### src/rtl/core/dmh_pkg.sv
// ----------------------------------------------------------------------------
// dmh_pkg
// Shared types and constants of the dot-matrix head command decoder.
// ----------------------------------------------------------------------------
`default_nettype none

package dmh_pkg;

  localparam int PINS = 9;

  // result kinds
  localparam logic [1:0] KIND_DOT    = 2'd0;
  localparam logic [1:0] KIND_STATUS = 2'd1;
  localparam logic [1:0] KIND_PAGE   = 2'd2;

  // configuration register indexes
  localparam logic [1:0] CFG_CONNECTED  = 2'd0;
  localparam logic [1:0] CFG_BAIL_BAR   = 2'd1;
  localparam logic [1:0] CFG_DAISYWHEEL = 2'd2;
  localparam logic [1:0] CFG_CAPTURE    = 2'd3;

  // command bytes
  localparam logic [7:0] CMD_LINE_FEED = 8'hA4;
  localparam logic [7:0] CMD_LF_MODE   = 8'hAC;
  localparam logic [7:0] CMD_HOME      = 8'hB8;
  localparam logic [7:0] CMD_EXIT      = 8'hC0;
  localparam logic [7:0] CMD_LF_STEP   = 8'h80;

  // ports and status codes
  localparam logic [7:0] PORT_STATUS     = 8'hFC;
  localparam logic [7:0] STAT_FC_ON      = 8'hF8;
  localparam logic [7:0] STAT_FC_OFF     = 8'h01;
  localparam logic [7:0] STAT_OTHER_OFF  = 8'h21;
  localparam logic [7:0] STAT_OTHER_BASE = 8'h4C;

  // geometry
  localparam logic [16:0] TOP_Y      = 17'd5760;
  localparam logic [16:0] FORM_END_Y = 17'd71040;
  localparam logic [16:0] PAGE_Y     = 17'd67328;
  localparam logic [16:0] LF_STEP_Y  = 17'd4096;
  localparam logic [24:0] BLEED_X    = 25'd1280;
  localparam logic [24:0] SURF_X     = 25'd13268;
  localparam logic [23:0] HX_MAX     = 24'h7FFFFF;
  localparam logic [23:0] HX_MIN     = 24'h800000;

  typedef struct packed {
    logic [PINS-1:0] mask;
    logic [1:0]      kind;
    logic [13:0]     x;
    logic [16:0]     y;
    logic [7:0]      status;
  } dmh_batch_t;

  // y offset of a pin in sixteenths, pitch 75
  function automatic logic [9:0] pin_y_off(input logic [3:0] idx);
    logic [9:0] r;
    case (idx)
      4'd0:    r = 10'd0;
      4'd1:    r = 10'd75;
      4'd2:    r = 10'd150;
      4'd3:    r = 10'd225;
      4'd4:    r = 10'd300;
      4'd5:    r = 10'd375;
      4'd6:    r = 10'd450;
      4'd7:    r = 10'd525;
      4'd8:    r = 10'd600;
      default: r = 10'd0;
    endcase
    return r;
  endfunction

endpackage

`default_nettype wire

### src/rtl/core/dmh_exec.sv
// ----------------------------------------------------------------------------
// dmh_exec
// Configuration registers, head and paper state, and single-pass command
// execution producing one result batch per item.
// ----------------------------------------------------------------------------
`default_nettype none

module dmh_exec (
  input  wire logic              clk,
  input  wire logic              rst_n,
  input  wire logic              go,
  input  wire logic              mode,
  input  wire logic [7:0]        port,
  input  wire logic [7:0]        data,
  input  wire logic              cfg_we,
  input  wire logic [1:0]        cfg_index,
  input  wire logic              cfg_data,
  output dmh_pkg::dmh_batch_t    batch
);
  import dmh_pkg::*;

  typedef enum logic [1:0] {
    PH_NORMAL = 2'd0,
    PH_PRINT  = 2'd1,
    PH_LF     = 2'd2
  } phase_t;

  logic        connected_r, connected_nxt;
  logic        bail_r, bail_nxt;
  logic        daisy_r, daisy_nxt;
  logic        capture_r, capture_nxt;
  logic [23:0] head_x_r, head_x_nxt;
  logic [16:0] paper_y_r, paper_y_nxt;
  phase_t      phase_r, phase_nxt;
  logic        slow_r, slow_nxt;
  logic        left_r, left_nxt;
  logic [7:0]  held_r, held_nxt;
  logic        pending_r, pending_nxt;
  logic        page_open_r, page_open_nxt;

  logic [7:0]        c0, c1;
  logic [8:0]        big;
  logic              do_move, do_form, do_dots;
  logic signed [15:0] amount;
  logic signed [16:0] step;
  logic signed [17:0] delta;
  logic signed [24:0] nx;
  logic [23:0]       clamp_x;
  logic [16:0]       paper_add, py_sum;
  logic signed [24:0] xs;
  logic              xs_ok;
  logic [PINS-1:0]   pins, y_ok, dot_mask;
  logic [7:0]        st;

  assign c0  = held_r;
  assign c1  = data;
  assign big = (c1 == 8'd0) ? 9'd256 : {1'b0, c1};

  assign xs    = $signed({head_x_r[23], head_x_r}) + $signed(BLEED_X);
  assign xs_ok = !xs[24] && (xs < $signed(SURF_X));
  assign pins  = {c0[0], c1};

  always_comb begin
    for (int i = 0; i < PINS; i++) begin
      y_ok[i] = ((paper_y_r + {7'd0, pin_y_off(4'(i))}) < PAGE_Y);
    end
  end

  always_comb begin
    if (!connected_r) begin
      st = (port == PORT_STATUS) ? STAT_FC_OFF : STAT_OTHER_OFF;
    end else if (port == PORT_STATUS) begin
      st = STAT_FC_ON;
    end else begin
      st = STAT_OTHER_BASE | {bail_r, 2'b00, (!head_x_r[23] && |head_x_r), 4'h0};
    end
  end

  always_comb begin
    connected_nxt = connected_r;
    bail_nxt      = bail_r;
    daisy_nxt     = daisy_r;
    capture_nxt   = capture_r;
    head_x_nxt    = head_x_r;
    phase_nxt     = phase_r;
    slow_nxt      = slow_r;
    left_nxt      = left_r;
    held_nxt      = held_r;
    pending_nxt   = pending_r;
    page_open_nxt = page_open_r;
    do_move       = 1'b0;
    do_form       = 1'b0;
    do_dots       = 1'b0;
    amount        = 16'sd0;
    paper_add     = 17'd0;
    batch         = '0;
    batch.kind    = KIND_DOT;

    if (go) begin
      if (mode) begin
        batch.mask   = 9'd1;
        batch.kind   = KIND_STATUS;
        batch.status = st;
      end else if (connected_r) begin
        if (daisy_r) begin
          pending_nxt = 1'b0;
        end else if (!pending_r) begin
          held_nxt    = data;
          pending_nxt = 1'b1;
        end else begin
          pending_nxt = 1'b0;
          case (phase_r)
            PH_LF: begin
              if (c0 == CMD_EXIT) begin
                phase_nxt = PH_NORMAL;
              end else if (c0 == CMD_LF_STEP) begin
                paper_add = LF_STEP_Y;
                do_form   = 1'b1;
              end
            end
            PH_PRINT: begin
              if (c0[7:6] == 2'b10) begin
                amount  = $signed({1'b0, ({c0[5:0], 8'h00} + {6'd0, big})});
                do_move = 1'b1;
              end else if (c0[7:6] == 2'b00) begin
                do_dots = 1'b1;
                amount  = $signed({13'd0, c0[3:1]}) + 16'sd5;
                do_move = 1'b1;
              end else if (c0 == CMD_EXIT && c1 == 8'd0) begin
                phase_nxt = PH_NORMAL;
                amount    = 16'sd9;
                do_move   = 1'b1;
              end
            end
            default: begin
              if (c0 == CMD_LINE_FEED) begin
                paper_add = {5'd0, c1, 4'h0};
                do_form   = 1'b1;
              end else if (c0[7:2] == 6'b101010) begin
                phase_nxt = PH_PRINT;
                left_nxt  = !c0[0];
                slow_nxt  = c0[1];
                amount    = $signed({7'd0, big}) - 16'sd11;
                do_move   = 1'b1;
              end else if (c0 == CMD_LF_MODE) begin
                paper_add = {5'd0, c1, 4'h0};
                phase_nxt = PH_LF;
                do_form   = 1'b1;
              end else if (c0 == CMD_HOME) begin
                if (port == PORT_STATUS && c1 == 8'd0) begin
                  phase_nxt  = PH_NORMAL;
                  head_x_nxt = 24'd0;
                  slow_nxt   = 1'b0;
                  left_nxt   = 1'b0;
                end
              end
            end
          endcase
        end
      end
    end

    if (do_dots) begin
      batch.mask = dot_mask;
      batch.x    = xs[13:0];
      batch.y    = paper_y_r;
      if (|dot_mask) begin
        page_open_nxt = 1'b1;
      end
    end

    if (do_move) begin
      head_x_nxt = clamp_x;
    end

    paper_y_nxt = paper_y_r;
    if (do_form) begin
      if (py_sum >= FORM_END_Y) begin
        paper_y_nxt = TOP_Y;
        if (page_open_r) begin
          page_open_nxt = 1'b0;
          batch.mask    = 9'd1;
          batch.kind    = KIND_PAGE;
        end
      end else begin
        paper_y_nxt = py_sum;
      end
    end

    if (cfg_we) begin
      case (cfg_index)
        CFG_CONNECTED:  connected_nxt = cfg_data;
        CFG_BAIL_BAR:   bail_nxt      = cfg_data;
        CFG_DAISYWHEEL: daisy_nxt     = cfg_data;
        CFG_CAPTURE: begin
          capture_nxt = cfg_data;
          if (!cfg_data) begin
            page_open_nxt = 1'b0;
          end
        end
        default: ;
      endcase
    end
  end

  assign dot_mask = pins & y_ok & {PINS{xs_ok && capture_r}};
  assign py_sum   = paper_y_r + paper_add;

  assign step  = slow_nxt ? $signed({amount[15], amount}) : $signed({amount, 1'b0});
  assign delta = left_nxt ? -$signed({step[16], step}) : $signed({step[16], step});
  assign nx    = $signed({head_x_r[23], head_x_r}) + $signed({{7{delta[17]}}, delta});

  always_comb begin
    if (nx > $signed({1'b0, HX_MAX})) begin
      clamp_x = HX_MAX;
    end else if (nx < $signed({1'b1, HX_MIN})) begin
      clamp_x = HX_MIN;
    end else begin
      clamp_x = nx[23:0];
    end
  end

  always_ff @(posedge clk) begin
    if (!rst_n) begin
      connected_r <= 1'b1;
      bail_r      <= 1'b1;
      daisy_r     <= 1'b0;
      capture_r   <= 1'b0;
      head_x_r    <= 24'd0;
      paper_y_r   <= TOP_Y;
      phase_r     <= PH_NORMAL;
      slow_r      <= 1'b0;
      left_r      <= 1'b0;
      pending_r   <= 1'b0;
      page_open_r <= 1'b0;
    end else begin
      connected_r <= connected_nxt;
      bail_r      <= bail_nxt;
      daisy_r     <= daisy_nxt;
      capture_r   <= capture_nxt;
      head_x_r    <= head_x_nxt;
      paper_y_r   <= paper_y_nxt;
      phase_r     <= phase_nxt;
      slow_r      <= slow_nxt;
      left_r      <= left_nxt;
      pending_r   <= pending_nxt;
      page_open_r <= page_open_nxt;
    end
  end

  always_ff @(posedge clk) begin
    held_r <= held_nxt;
  end

endmodule

`default_nettype wire

### src/rtl/core/dmh_drain.sv
// ----------------------------------------------------------------------------
// dmh_drain
// Result register holding one batch; emits its results one per cycle
// while out_stall is low, lowest pin first.
// ----------------------------------------------------------------------------
`default_nettype none

module dmh_drain (
  input  wire logic              clk,
  input  wire logic              rst_n,
  input  wire logic              load,
  input  wire dmh_pkg::dmh_batch_t batch,
  output logic                   free,
  output logic                   out_valid,
  input  wire logic              out_stall,
  output logic [1:0]             out_kind,
  output logic [13:0]            out_dot_x,
  output logic [16:0]            out_dot_y,
  output logic [7:0]             out_status_byte,
  output logic                   out_last
);
  import dmh_pkg::*;

  logic [PINS-1:0] mask_r, mask_nxt;
  logic [1:0]      kind_r;
  logic [13:0]     x_r;
  logic [16:0]     y_r;
  logic [7:0]      status_r;
  logic [PINS-1:0] low_bit;
  logic [3:0]      idx;
  logic            take;

  assign low_bit = mask_r & (~mask_r + 9'd1);

  always_comb begin
    idx = 4'd0;
    for (int i = PINS - 1; i >= 0; i--) begin
      if (low_bit[i]) begin
        idx = 4'(i);
      end
    end
  end

  assign out_valid       = |mask_r;
  assign take            = out_valid && !out_stall;
  assign out_last        = ((mask_r & (mask_r - 9'd1)) == 9'd0);
  assign free            = !out_valid || (take && out_last);
  assign out_kind        = kind_r;
  assign out_dot_x       = x_r;
  assign out_dot_y       = y_r + {7'd0, pin_y_off(idx)};
  assign out_status_byte = status_r;

  always_comb begin
    mask_nxt = mask_r;
    if (load) begin
      mask_nxt = batch.mask;
    end else if (take) begin
      mask_nxt = mask_r & ~low_bit;
    end
  end

  always_ff @(posedge clk) begin
    if (!rst_n) begin
      mask_r <= '0;
    end else begin
      mask_r <= mask_nxt;
    end
  end

  always_ff @(posedge clk) begin
    if (load) begin
      kind_r   <= batch.kind;
      x_r      <= batch.x;
      y_r      <= batch.y;
      status_r <= batch.status;
    end
  end

endmodule

`default_nettype wire

### src/rtl/core/dot_matrix_head_command_decoder_unit.sv
// ----------------------------------------------------------------------------
// dot_matrix_head_command_decoder_unit
// Decodes printer port writes and reads into dot, status and page-end items.
// ----------------------------------------------------------------------------
// Input channel (in_valid/in_stall) carries one port access per item:
// in_mode (0 write, 1 read), in_port, in_data. Output channel
// (out_valid/out_stall) carries result items; out_last marks the final
// result caused by one input item. Writes pair into two-byte commands; a
// dot command yields up to nine dot items, a read yields one status item.
// Configuration writes (cfg_valid/cfg_ready) are always taken; write them
// only while the block is idle.
// An accepted item is registered in the input register, executed in one
// pass once the result register is free, and loaded into the result
// register, from which its first result is shown.
// One item per cycle while each item yields at most one result and
// out_stall is low; an item with several results holds the single result
// register, which drains one result per cycle while out_stall is low.
// Reset: connected and bail bar set, daisywheel and capture clear, head at
// zero, paper at the top margin, no byte pending. A stalled receiver holds
// the current result; one further input item waits in the input register
// and then in_stall rises.
// ----------------------------------------------------------------------------
`default_nettype none

module dot_matrix_head_command_decoder_unit (
  input  wire logic        clk,
  input  wire logic        rst_n,
  input  wire logic        in_valid,
  output logic             in_stall,
  input  wire logic        in_mode,
  input  wire logic [7:0]  in_port,
  input  wire logic [7:0]  in_data,
  output logic             out_valid,
  input  wire logic        out_stall,
  output logic [1:0]       out_kind,
  output logic [13:0]      out_dot_x,
  output logic [16:0]      out_dot_y,
  output logic [7:0]       out_status_byte,
  output logic             out_last,
  input  wire logic        cfg_valid,
  output logic             cfg_ready,
  input  wire logic [1:0]  cfg_index,
  input  wire logic        cfg_data
);
  import dmh_pkg::*;

  logic       in_valid_r, in_valid_nxt;
  logic       mode_r;
  logic [7:0] port_r;
  logic [7:0] data_r;
  logic       free;
  logic       go;
  logic       accept;
  dmh_batch_t batch;

  assign cfg_ready = 1'b1;
  assign go        = in_valid_r && free;
  assign in_stall  = in_valid_r && !free;
  assign accept    = in_valid && !in_stall;

  always_comb begin
    in_valid_nxt = in_valid_r;
    if (accept) begin
      in_valid_nxt = 1'b1;
    end else if (go) begin
      in_valid_nxt = 1'b0;
    end
  end

  always_ff @(posedge clk) begin
    if (!rst_n) begin
      in_valid_r <= 1'b0;
    end else begin
      in_valid_r <= in_valid_nxt;
    end
  end

  always_ff @(posedge clk) begin
    if (accept) begin
      mode_r <= in_mode;
      port_r <= in_port;
      data_r <= in_data;
    end
  end

  dmh_exec u_exec (
    .clk       (clk),
    .rst_n     (rst_n),
    .go        (go),
    .mode      (mode_r),
    .port      (port_r),
    .data      (data_r),
    .cfg_we    (cfg_valid && cfg_ready),
    .cfg_index (cfg_index),
    .cfg_data  (cfg_data),
    .batch     (batch)
  );

  dmh_drain u_drain (
    .clk             (clk),
    .rst_n           (rst_n),
    .load            (go),
    .batch           (batch),
    .free            (free),
    .out_valid       (out_valid),
    .out_stall       (out_stall),
    .out_kind        (out_kind),
    .out_dot_x       (out_dot_x),
    .out_dot_y       (out_dot_y),
    .out_status_byte (out_status_byte),
    .out_last        (out_last)
  );

endmodule

`default_nettype wire
### config.mk
export PLATFORM = sky130hd
export DESIGN_NAME = dot_matrix_head_command_decoder_unit
export DESIGN_NICKNAME = d
export VERILOG_FILES = /design/src/rtl/core/dmh_pkg.sv /design/src/rtl/core/dmh_exec.sv /design/src/rtl/core/dmh_drain.sv /design/src/rtl/core/dot_matrix_head_command_decoder_unit.sv
export SDC_FILE = /design/constraint.sdc
export NUM_CORES = 1
export LEC_CHECK = 0
export ABC_AREA = 1
export BUFFER_PORTS_ARGS = -buffer_cell sky130_fd_sc_hd__clkbuf_2
export CORE_MARGIN = 8
export CORE_UTILIZATION = 58
export CTS_BUF_LIST = sky130_fd_sc_hd__clkbuf_2 sky130_fd_sc_hd__clkbuf_4 sky130_fd_sc_hd__clkbuf_8
export DETAILED_ROUTE_END_ITERATION = 8
export GPL_ROUTABILITY_DRIVEN = 0
export PLACE_DENSITY = 0.88
export SLEW_MARGIN = 30
export SYNTH_ARGS = -nofsm -noshare
export SYNTH_HDL_FRONTEND = slang
export SYNTH_SLANG_ARGS = --single-unit
### constraint.sdc
create_clock -name clk -period 13.7 [get_ports clk]
set_input_delay 0.685 -clock clk [delete_from_list [all_inputs] [get_ports clk]]
set_output_delay 0.685 -clock clk [all_outputs]
set_load 0.02 [all_outputs]
Yosys cells after proc, flatten, opt, wreduce, memory -nomap -nowiden
Memories as Yosys holds them, arrays and structs flattened. Cells that the tools add are included. W data, S select, Z words.

Register bits after elaboration: 127. Latch bits: 0. RAM bits: 0. Memory bits (read-only): 160. Bits of input ports: 25. Logic and storage cells: 263. Memories: 1.

Add/sub/neg operators: 18. Multipliers: 0. Div/mod/pow operators: 0. Magnitude comparators: 13. Equal/unequal tests: 24. Shift-type cells: 0. Muxes and demuxes: 133. Bitwise logic cells: 10. Reductions and logical operators: 43.

Memory list: (no name shown) (words 16, bits a word 10, rd ports 1, clocked after memory_dff 0, wr ports 0, RTL line dmh_pkg.sv:57) `case (idx)`.

Operators by type and width (number): $mux W24 (14); $mux W16 (10); $lt A17 B17 Y1 const B (9); $mux W17 (9); $mux W1 (62); $add A17 B9 Y17 const B (3); $eq A8 B8 Y1 const B (6); $and A9 B9 Y9 (5); $mux W4 (10); $mux W9 (4); $add A17 B10 Y17 const B (2); $add A17 B8 Y17 const B (2); $pmux W17 S2 (1); $mux W11 (3); $pmux W16 S2 (1); $add A24 B12 Y25 const B (1); $add A24 B18 Y25 (1); $gt A25 B24 Y1 const B (1); $lt A25 B15 Y1 const B (1); $lt A25 B24 Y1 const B (1); $reduce_or A24 Y1 (1); $mux W18 (1); $mux W2 (9); $neg A17 Y18 (1); 39 further kinds (83).

Logic depth before layout (Yosys ltp)
Word-level depth: 21. Gate-level depth with buffers: 38. Gate-level depth less buffers: 38.

Hierarchy
From an unflattened synthesis, not the netlist that was laid out.

Cell total of the unflattened synthesis: 1620. Area total of the unflattened synthesis: 10737.8 um2.

Modules (own cells, without submodules): dmh_exec (instances 1, cells each 1275, area an instance 7362.1 um2); dmh_drain (instances 1, cells each 316, area an instance 2793.9 um2); dot_matrix_head_command_decoder_unit (instances 1, cells each 29, area an instance 581.8 um2).

Worst setup path before layout
OpenSTA, ideal clock, no wires.

Path type: reg-to-reg. From: reg data_r[0]. To: reg u_exec.head_x_r[14]. Setup time: 0.132 ns. Arrival: 4.619 ns. Setup slack: 8.949 ns. Stages on the path, launching flop included: 33. Period minus slack after synthesis: 4.751 ns. Cell sequence: edfxtp_1 -> inv_1 -> ha_1 -> nand3_1 -> nor2_2 -> ha_1 -> ha_1 -> nand3_1 -> nor2_1 -> inv_1 -> a31oi_1 -> inv_1 -> nand2_1 -> nor2_1 -> a21oi_1 -> nand2_1 -> nor2_2 -> nand2_2 -> o21ai_1 -> o21ai_1 -> ha_1 -> inv_1 -> nor3_1 -> nor3b_1 -> nand3_1 -> nand3_1 -> xor2_1 -> inv_1 -> nor2_1 -> clkbuf_1 -> o21ai_0 -> nand2_1 -> a21oi_1.

Word-level cells in the longest chain between the ends: 21.

RTL lines: from (decl) (RTL line dot_matrix_head_command_decoder_unit.sv:50) `logic [7:0] data_r;`; from (signal assigned) (RTL line dot_matrix_head_command_decoder_unit.sv:82) `data_r <= in_data;`; parallel branches: the longest is 21 deep, another holds $sub A9 B4 Y10; to (signal assigned) (RTL line dmh_exec.sv:241) `head_x_r <= head_x_nxt;`; to (decl) (RTL line dmh_exec.sv:32) `logic [23:0] head_x_r, head_x_nxt;`.

Several ways; the timed one is not identified. A chain may end at the register's enable or synchronous reset.

Worst setup path in the final report
From: reg u_exec.phase_r[0]. To: reg u_exec.head_x_r[0].

Word-level cells in the longest chain between the ends: 16.

RTL lines: from (decl) (RTL line dmh_exec.sv:34) `phase_t phase_r, phase_nxt;`; from (signal assigned) (RTL line dmh_exec.sv:243) `phase_r <= phase_nxt;`; $eq A2 B2 Y1 or $eq A2 B1 Y1 (tied branches) (RTL line dmh_exec.sv:112) `case (phase_r)`; $reduce_or A2 Y1 (no source line); $mux W1 (RTL line dmh_exec.sv:112); $mux W1 (RTL line dmh_exec.sv:107) `end else if (!pending_r) begin`; $mux W1 (RTL line dmh_exec.sv:105) `if (daisy_r) begin`; $mux W1 (RTL line dmh_exec.sv:104) `end else if (connected_r) begin`; $mux W1 (RTL line dmh_exec.sv:100) `if (mode) begin`; $mux W1 (RTL line dmh_exec.sv:99) `if (go) begin`; $mux W16 (RTL line dmh_exec.sv:209) `assign step = slow_nxt ? $signed({amount[15], amount}) : $signed({amount, 1'b0});`; $neg A17 Y18 (RTL line dmh_exec.sv:210) `assign delta = left_nxt ? -$signed({step[16], step}) : $signed({step[16], step});`; $mux W18 (RTL line dmh_exec.sv:210); $add A24 B18 Y25 (RTL line dmh_exec.sv:211) `assign nx = $signed({head_x_r[23], head_x_r}) + $signed({{7{delta[17]}}, delta});`; $lt A25 B24 Y1 (RTL line dmh_exec.sv:216) `end else if (nx < $signed({1'b1, HX_MIN})) begin`; $mux W24 (RTL line dmh_exec.sv:216); $mux W24 (RTL line dmh_exec.sv:214) `if (nx > $signed({1'b0, HX_MAX})) begin`; $mux W24 (RTL line dmh_exec.sv:172) `if (do_move) begin`.

Parallel ways exist; a longest one is shown, timed or not.

==> results.txt <==
die height - 146.3 um
Crit path top cell by count - nand2_1
Arrival @ worst endpoint - 6.85 ns
final wirelength - 25760 um
# clock sinks - 118
Die ar. - 21410 um^2
IO buf count - 67
hold buffer count at cts - 0
combinational power share - 44.8%
first-pass GRT wire length - 42590 um
CTS Root Cell - clkbuf_8
synth top area cells - edfxtp_1 19%, nand2_1 12%, dfxtp_1 12%, inv_1 7.1%, ha_1 7.1%
# fillers - 1366
1st-iter DRT viols - 1327
# setup viols final - 0
slew margin rel. - 39.83%
H-tree depth - 4
PwrDens - 130.6 nW/um^2
CP peak stage delay - 0.69 ns
core area - 16580 um^2
period utilization - 47.80%
Die W - 146.3 um
crit end category - flip-flop
LEAKAGE - 0.004882 uW
DRC - 0
largest net degree at the start of global routing - 45
Critical Path Start Type - flip-flop
Yosys reg bits - 118
row count - 47
Post-Syn Area - 9851 um^2
Hold Violations, Final - 0
Initial Util - 59.40%
total CTS buffers - 17
required time of the critical path - 14.00 ns
RSZ-0062 raised after global routing - no
post-DR vias/cell - 5.780
Pint - 786.6 uW
Clock Path Buffers - 2
global route overflow - 0
share of post-route cells with drive strength above 1 - 10.15%
# resized after CTS - 0
placed cells - 1705
post-synthesis sequential area ratio - 30.18%
Pre-Repair DR Iteration Count - 7
Post-synth EDFFs - 61
unique cell type count in the Yosys netlist - 62
fmax - 0.1527 GHz
crit path max fanout - 25
Gate Count Post-Synth - 1448
worst slew pin tran - 0.9000 ns
IO Pins - 70
switching share of power - 43.77%
fin crit period - 6.549 ns
vias in the first global route - 9244
Setup Buffers After CTS - 0
skew final - 0.01298 ns
post-synthesis async set-or-reset flop share - 0%
Synth top area share - 18.60%
Synth Flop Type - edfxtp_1
initial antenna violation count - 2
Post-Syn Area per Cell - 6.803 um^2
classification of the worst setup path - flip-flop to flip-flop
DR WL/cell - 14.82 um
Hold WC Path Type - primary input to flip-flop
count of nets after finishing - 1587
routed via count - 10050
Clk pwr share - 21.7%
Slew Limit Fails - 0
NetSw - 612.4 uW
final setup TNS - 0 ns
Max Cap Violations - 0
Yosys warning total - 0
Slowest cell on crit path - nor2_1
Worst VDD drop - 278.3 uV
most numerous cell in the Yosys netlist - nand2_1
status - complete, no violations
Flop pwr share - 33.4%
top post-synthesis cells by count - 326 x nand2_1, 187 x inv_1, 178 x nor2_1, 116 x a21oi_1, 86 x o21ai_0
DP HPWL - 20170 um
Clk Latency, worst-skew pair - 0.44 ns
area grow syn2layout - 8.713%
fin cells - 1738
gr usage total - 23.69%
Routed Antenna Nets - 0
Yosys top cell by area - edfxtp_1
CTS tree - done
clk slew on worst S/H paths - 0.07 ns
==> worst max-delay path: cells and delay by family, from the launching register on <==
family,cells,cell delay (ns)
compound gates,3,0.42
xor+xnor,1,0.20
fa+ha+maj,2,1.00
buf+inv,5,0.74
flops,1,0.36
simple gates,20,3.68
==> metal layers <==
| metal | vias up | global-route usage (%) | routed length [um] |
|---|---|---|---|
| met5 | - | 0 | 12 |
| met1 | 4486 | 30.45 | 10940 |
| met2 | 554 | 38.06 | 11340 |
| met3 | 79 | 5.995 | 2861 |
| met4 | 2 | 7.934 | 611 |
| li1 | 4924 | - | - |
==> power by group through the flow <==
| stage | Clock, uW | Combinational [uW] | Sequential [uW] |
|---|---|---|---|
| finish | 304 | 627 | 468 |
| global route | 323 | 701 | 473 |
| CTS | 308 | 626 | 466 |
| detailed placement | 0 | 623 | 474 |
| global placement | 0 | 605 | 472 |
| floorplan | 0 | 436 | 483 |
==> cell families after synthesis <==
| logic type | Yosys count | synth area share, % |
|---|---|---|
| AO/OA/AOI/OAI | 277 | 15.97 |
| XOR/XNOR | 74 | 6.579 |
| AND/OR/NAND/NOR | 686 | 30.32 |
| buffers and inverters | 233 | 9.361 |
| flip-flops | 118 | 30.18 |
| adder cells (fa/ha/maj) | 58 | 7.519 |
| other | 2 | 0.07624 |
==> cell type report <==
type                       instances  area [um^2]  area share [%]
clock buffer                      19        261.5           2.442
inverter                         198        750.7           7.010
timing repair buffer              71        365.4           3.412
tap                              220        275.3           2.570
multi-input combinational       1098         5959           55.65
clock inverter                    13        121.4           1.133
sequential                       118         2973           27.76
antenna                            1        2.502         0.02337
==> state kept, by name, indices dropped and copies added, names as in the netlist <==
register	flops
u_exec.head_x_r	24
u_drain.out_dot_x	14
u_drain.y_r	13
u_exec.paper_y_r	13
u_drain.mask_r	9
data_r	8
port_r	8
u_exec.c0	8
u_drain.out_status_byte	7
u_drain.out_kind	2
u_exec.phase_r	2
in_valid_r	1
mode_r	1
u_exec.bail_r	1
u_exec.capture_r	1
u_exec.connected_r	1
u_exec.daisy_r	1
u_exec.left_r	1
u_exec.page_open_r	1
u_exec.pending_r	1
u_exec.slow_r	1
==> through the flow <==
stage	hold slack (ns)	cell area [um^2]	worst slack (ns)	utilization, %	total power (uW)
2_1_floorplan	0.4251	9854	8.949	-	918.9
3_3_place_gp	0.4632	10320	7.606	62.25	1077
3_5_place_dp	0.4793	10320	7.302	62.25	1097
4_1_cts	0.3953	10710	7.262	64.56	1401
5_1_grt	0.3902	10710	6.465	64.58	1497
6_report	0.4200	10710	7.151	64.58	1399
==> cell usage in the layout (no fill, tap or decap), types with 5 or more instances in the layout <==
master,netlist,layout
clkbuf_8,0,19
a31oi_1,12,12
nand2_2,6,6
xor2_1,50,50
dfxtp_1,57,57
inv_1,187,187
nand3_2,5,5
nand4_1,23,23
edfxtp_1,61,61
clkbuf_2,0,67
o21ai_0,86,86
o211ai_1,8,8
nand2_1,326,326
nor3_1,30,30
nand3_1,81,81
or2_2,5,5
o22ai_1,8,8
nor2_2,12,12
xnor2_1,24,24
clkinv_4,1,6
nor2_1,178,178
nor4_1,7,7
clkinv_1,5,5
ha_1,56,56
o21ai_1,5,5
o31ai_1,7,7
a21oi_1,116,116
==> worst paths after layout <==
kind / slack, ns / to / depth (start not counted) / startpoint
max: 7.15 / u_exec.head_x_r[0] / 31 / u_exec.phase_r[0]
min: 0.42 / port_r[3] / 1 / in_port[3]
max reg2reg: 7.15 / u_exec.head_x_r[0] / 31 / u_exec.phase_r[0]
min reg2reg: 0.49 / u_exec.bail_r / 2 / u_exec.bail_r
No activity file was read; power rests on OpenSTA's default activity.
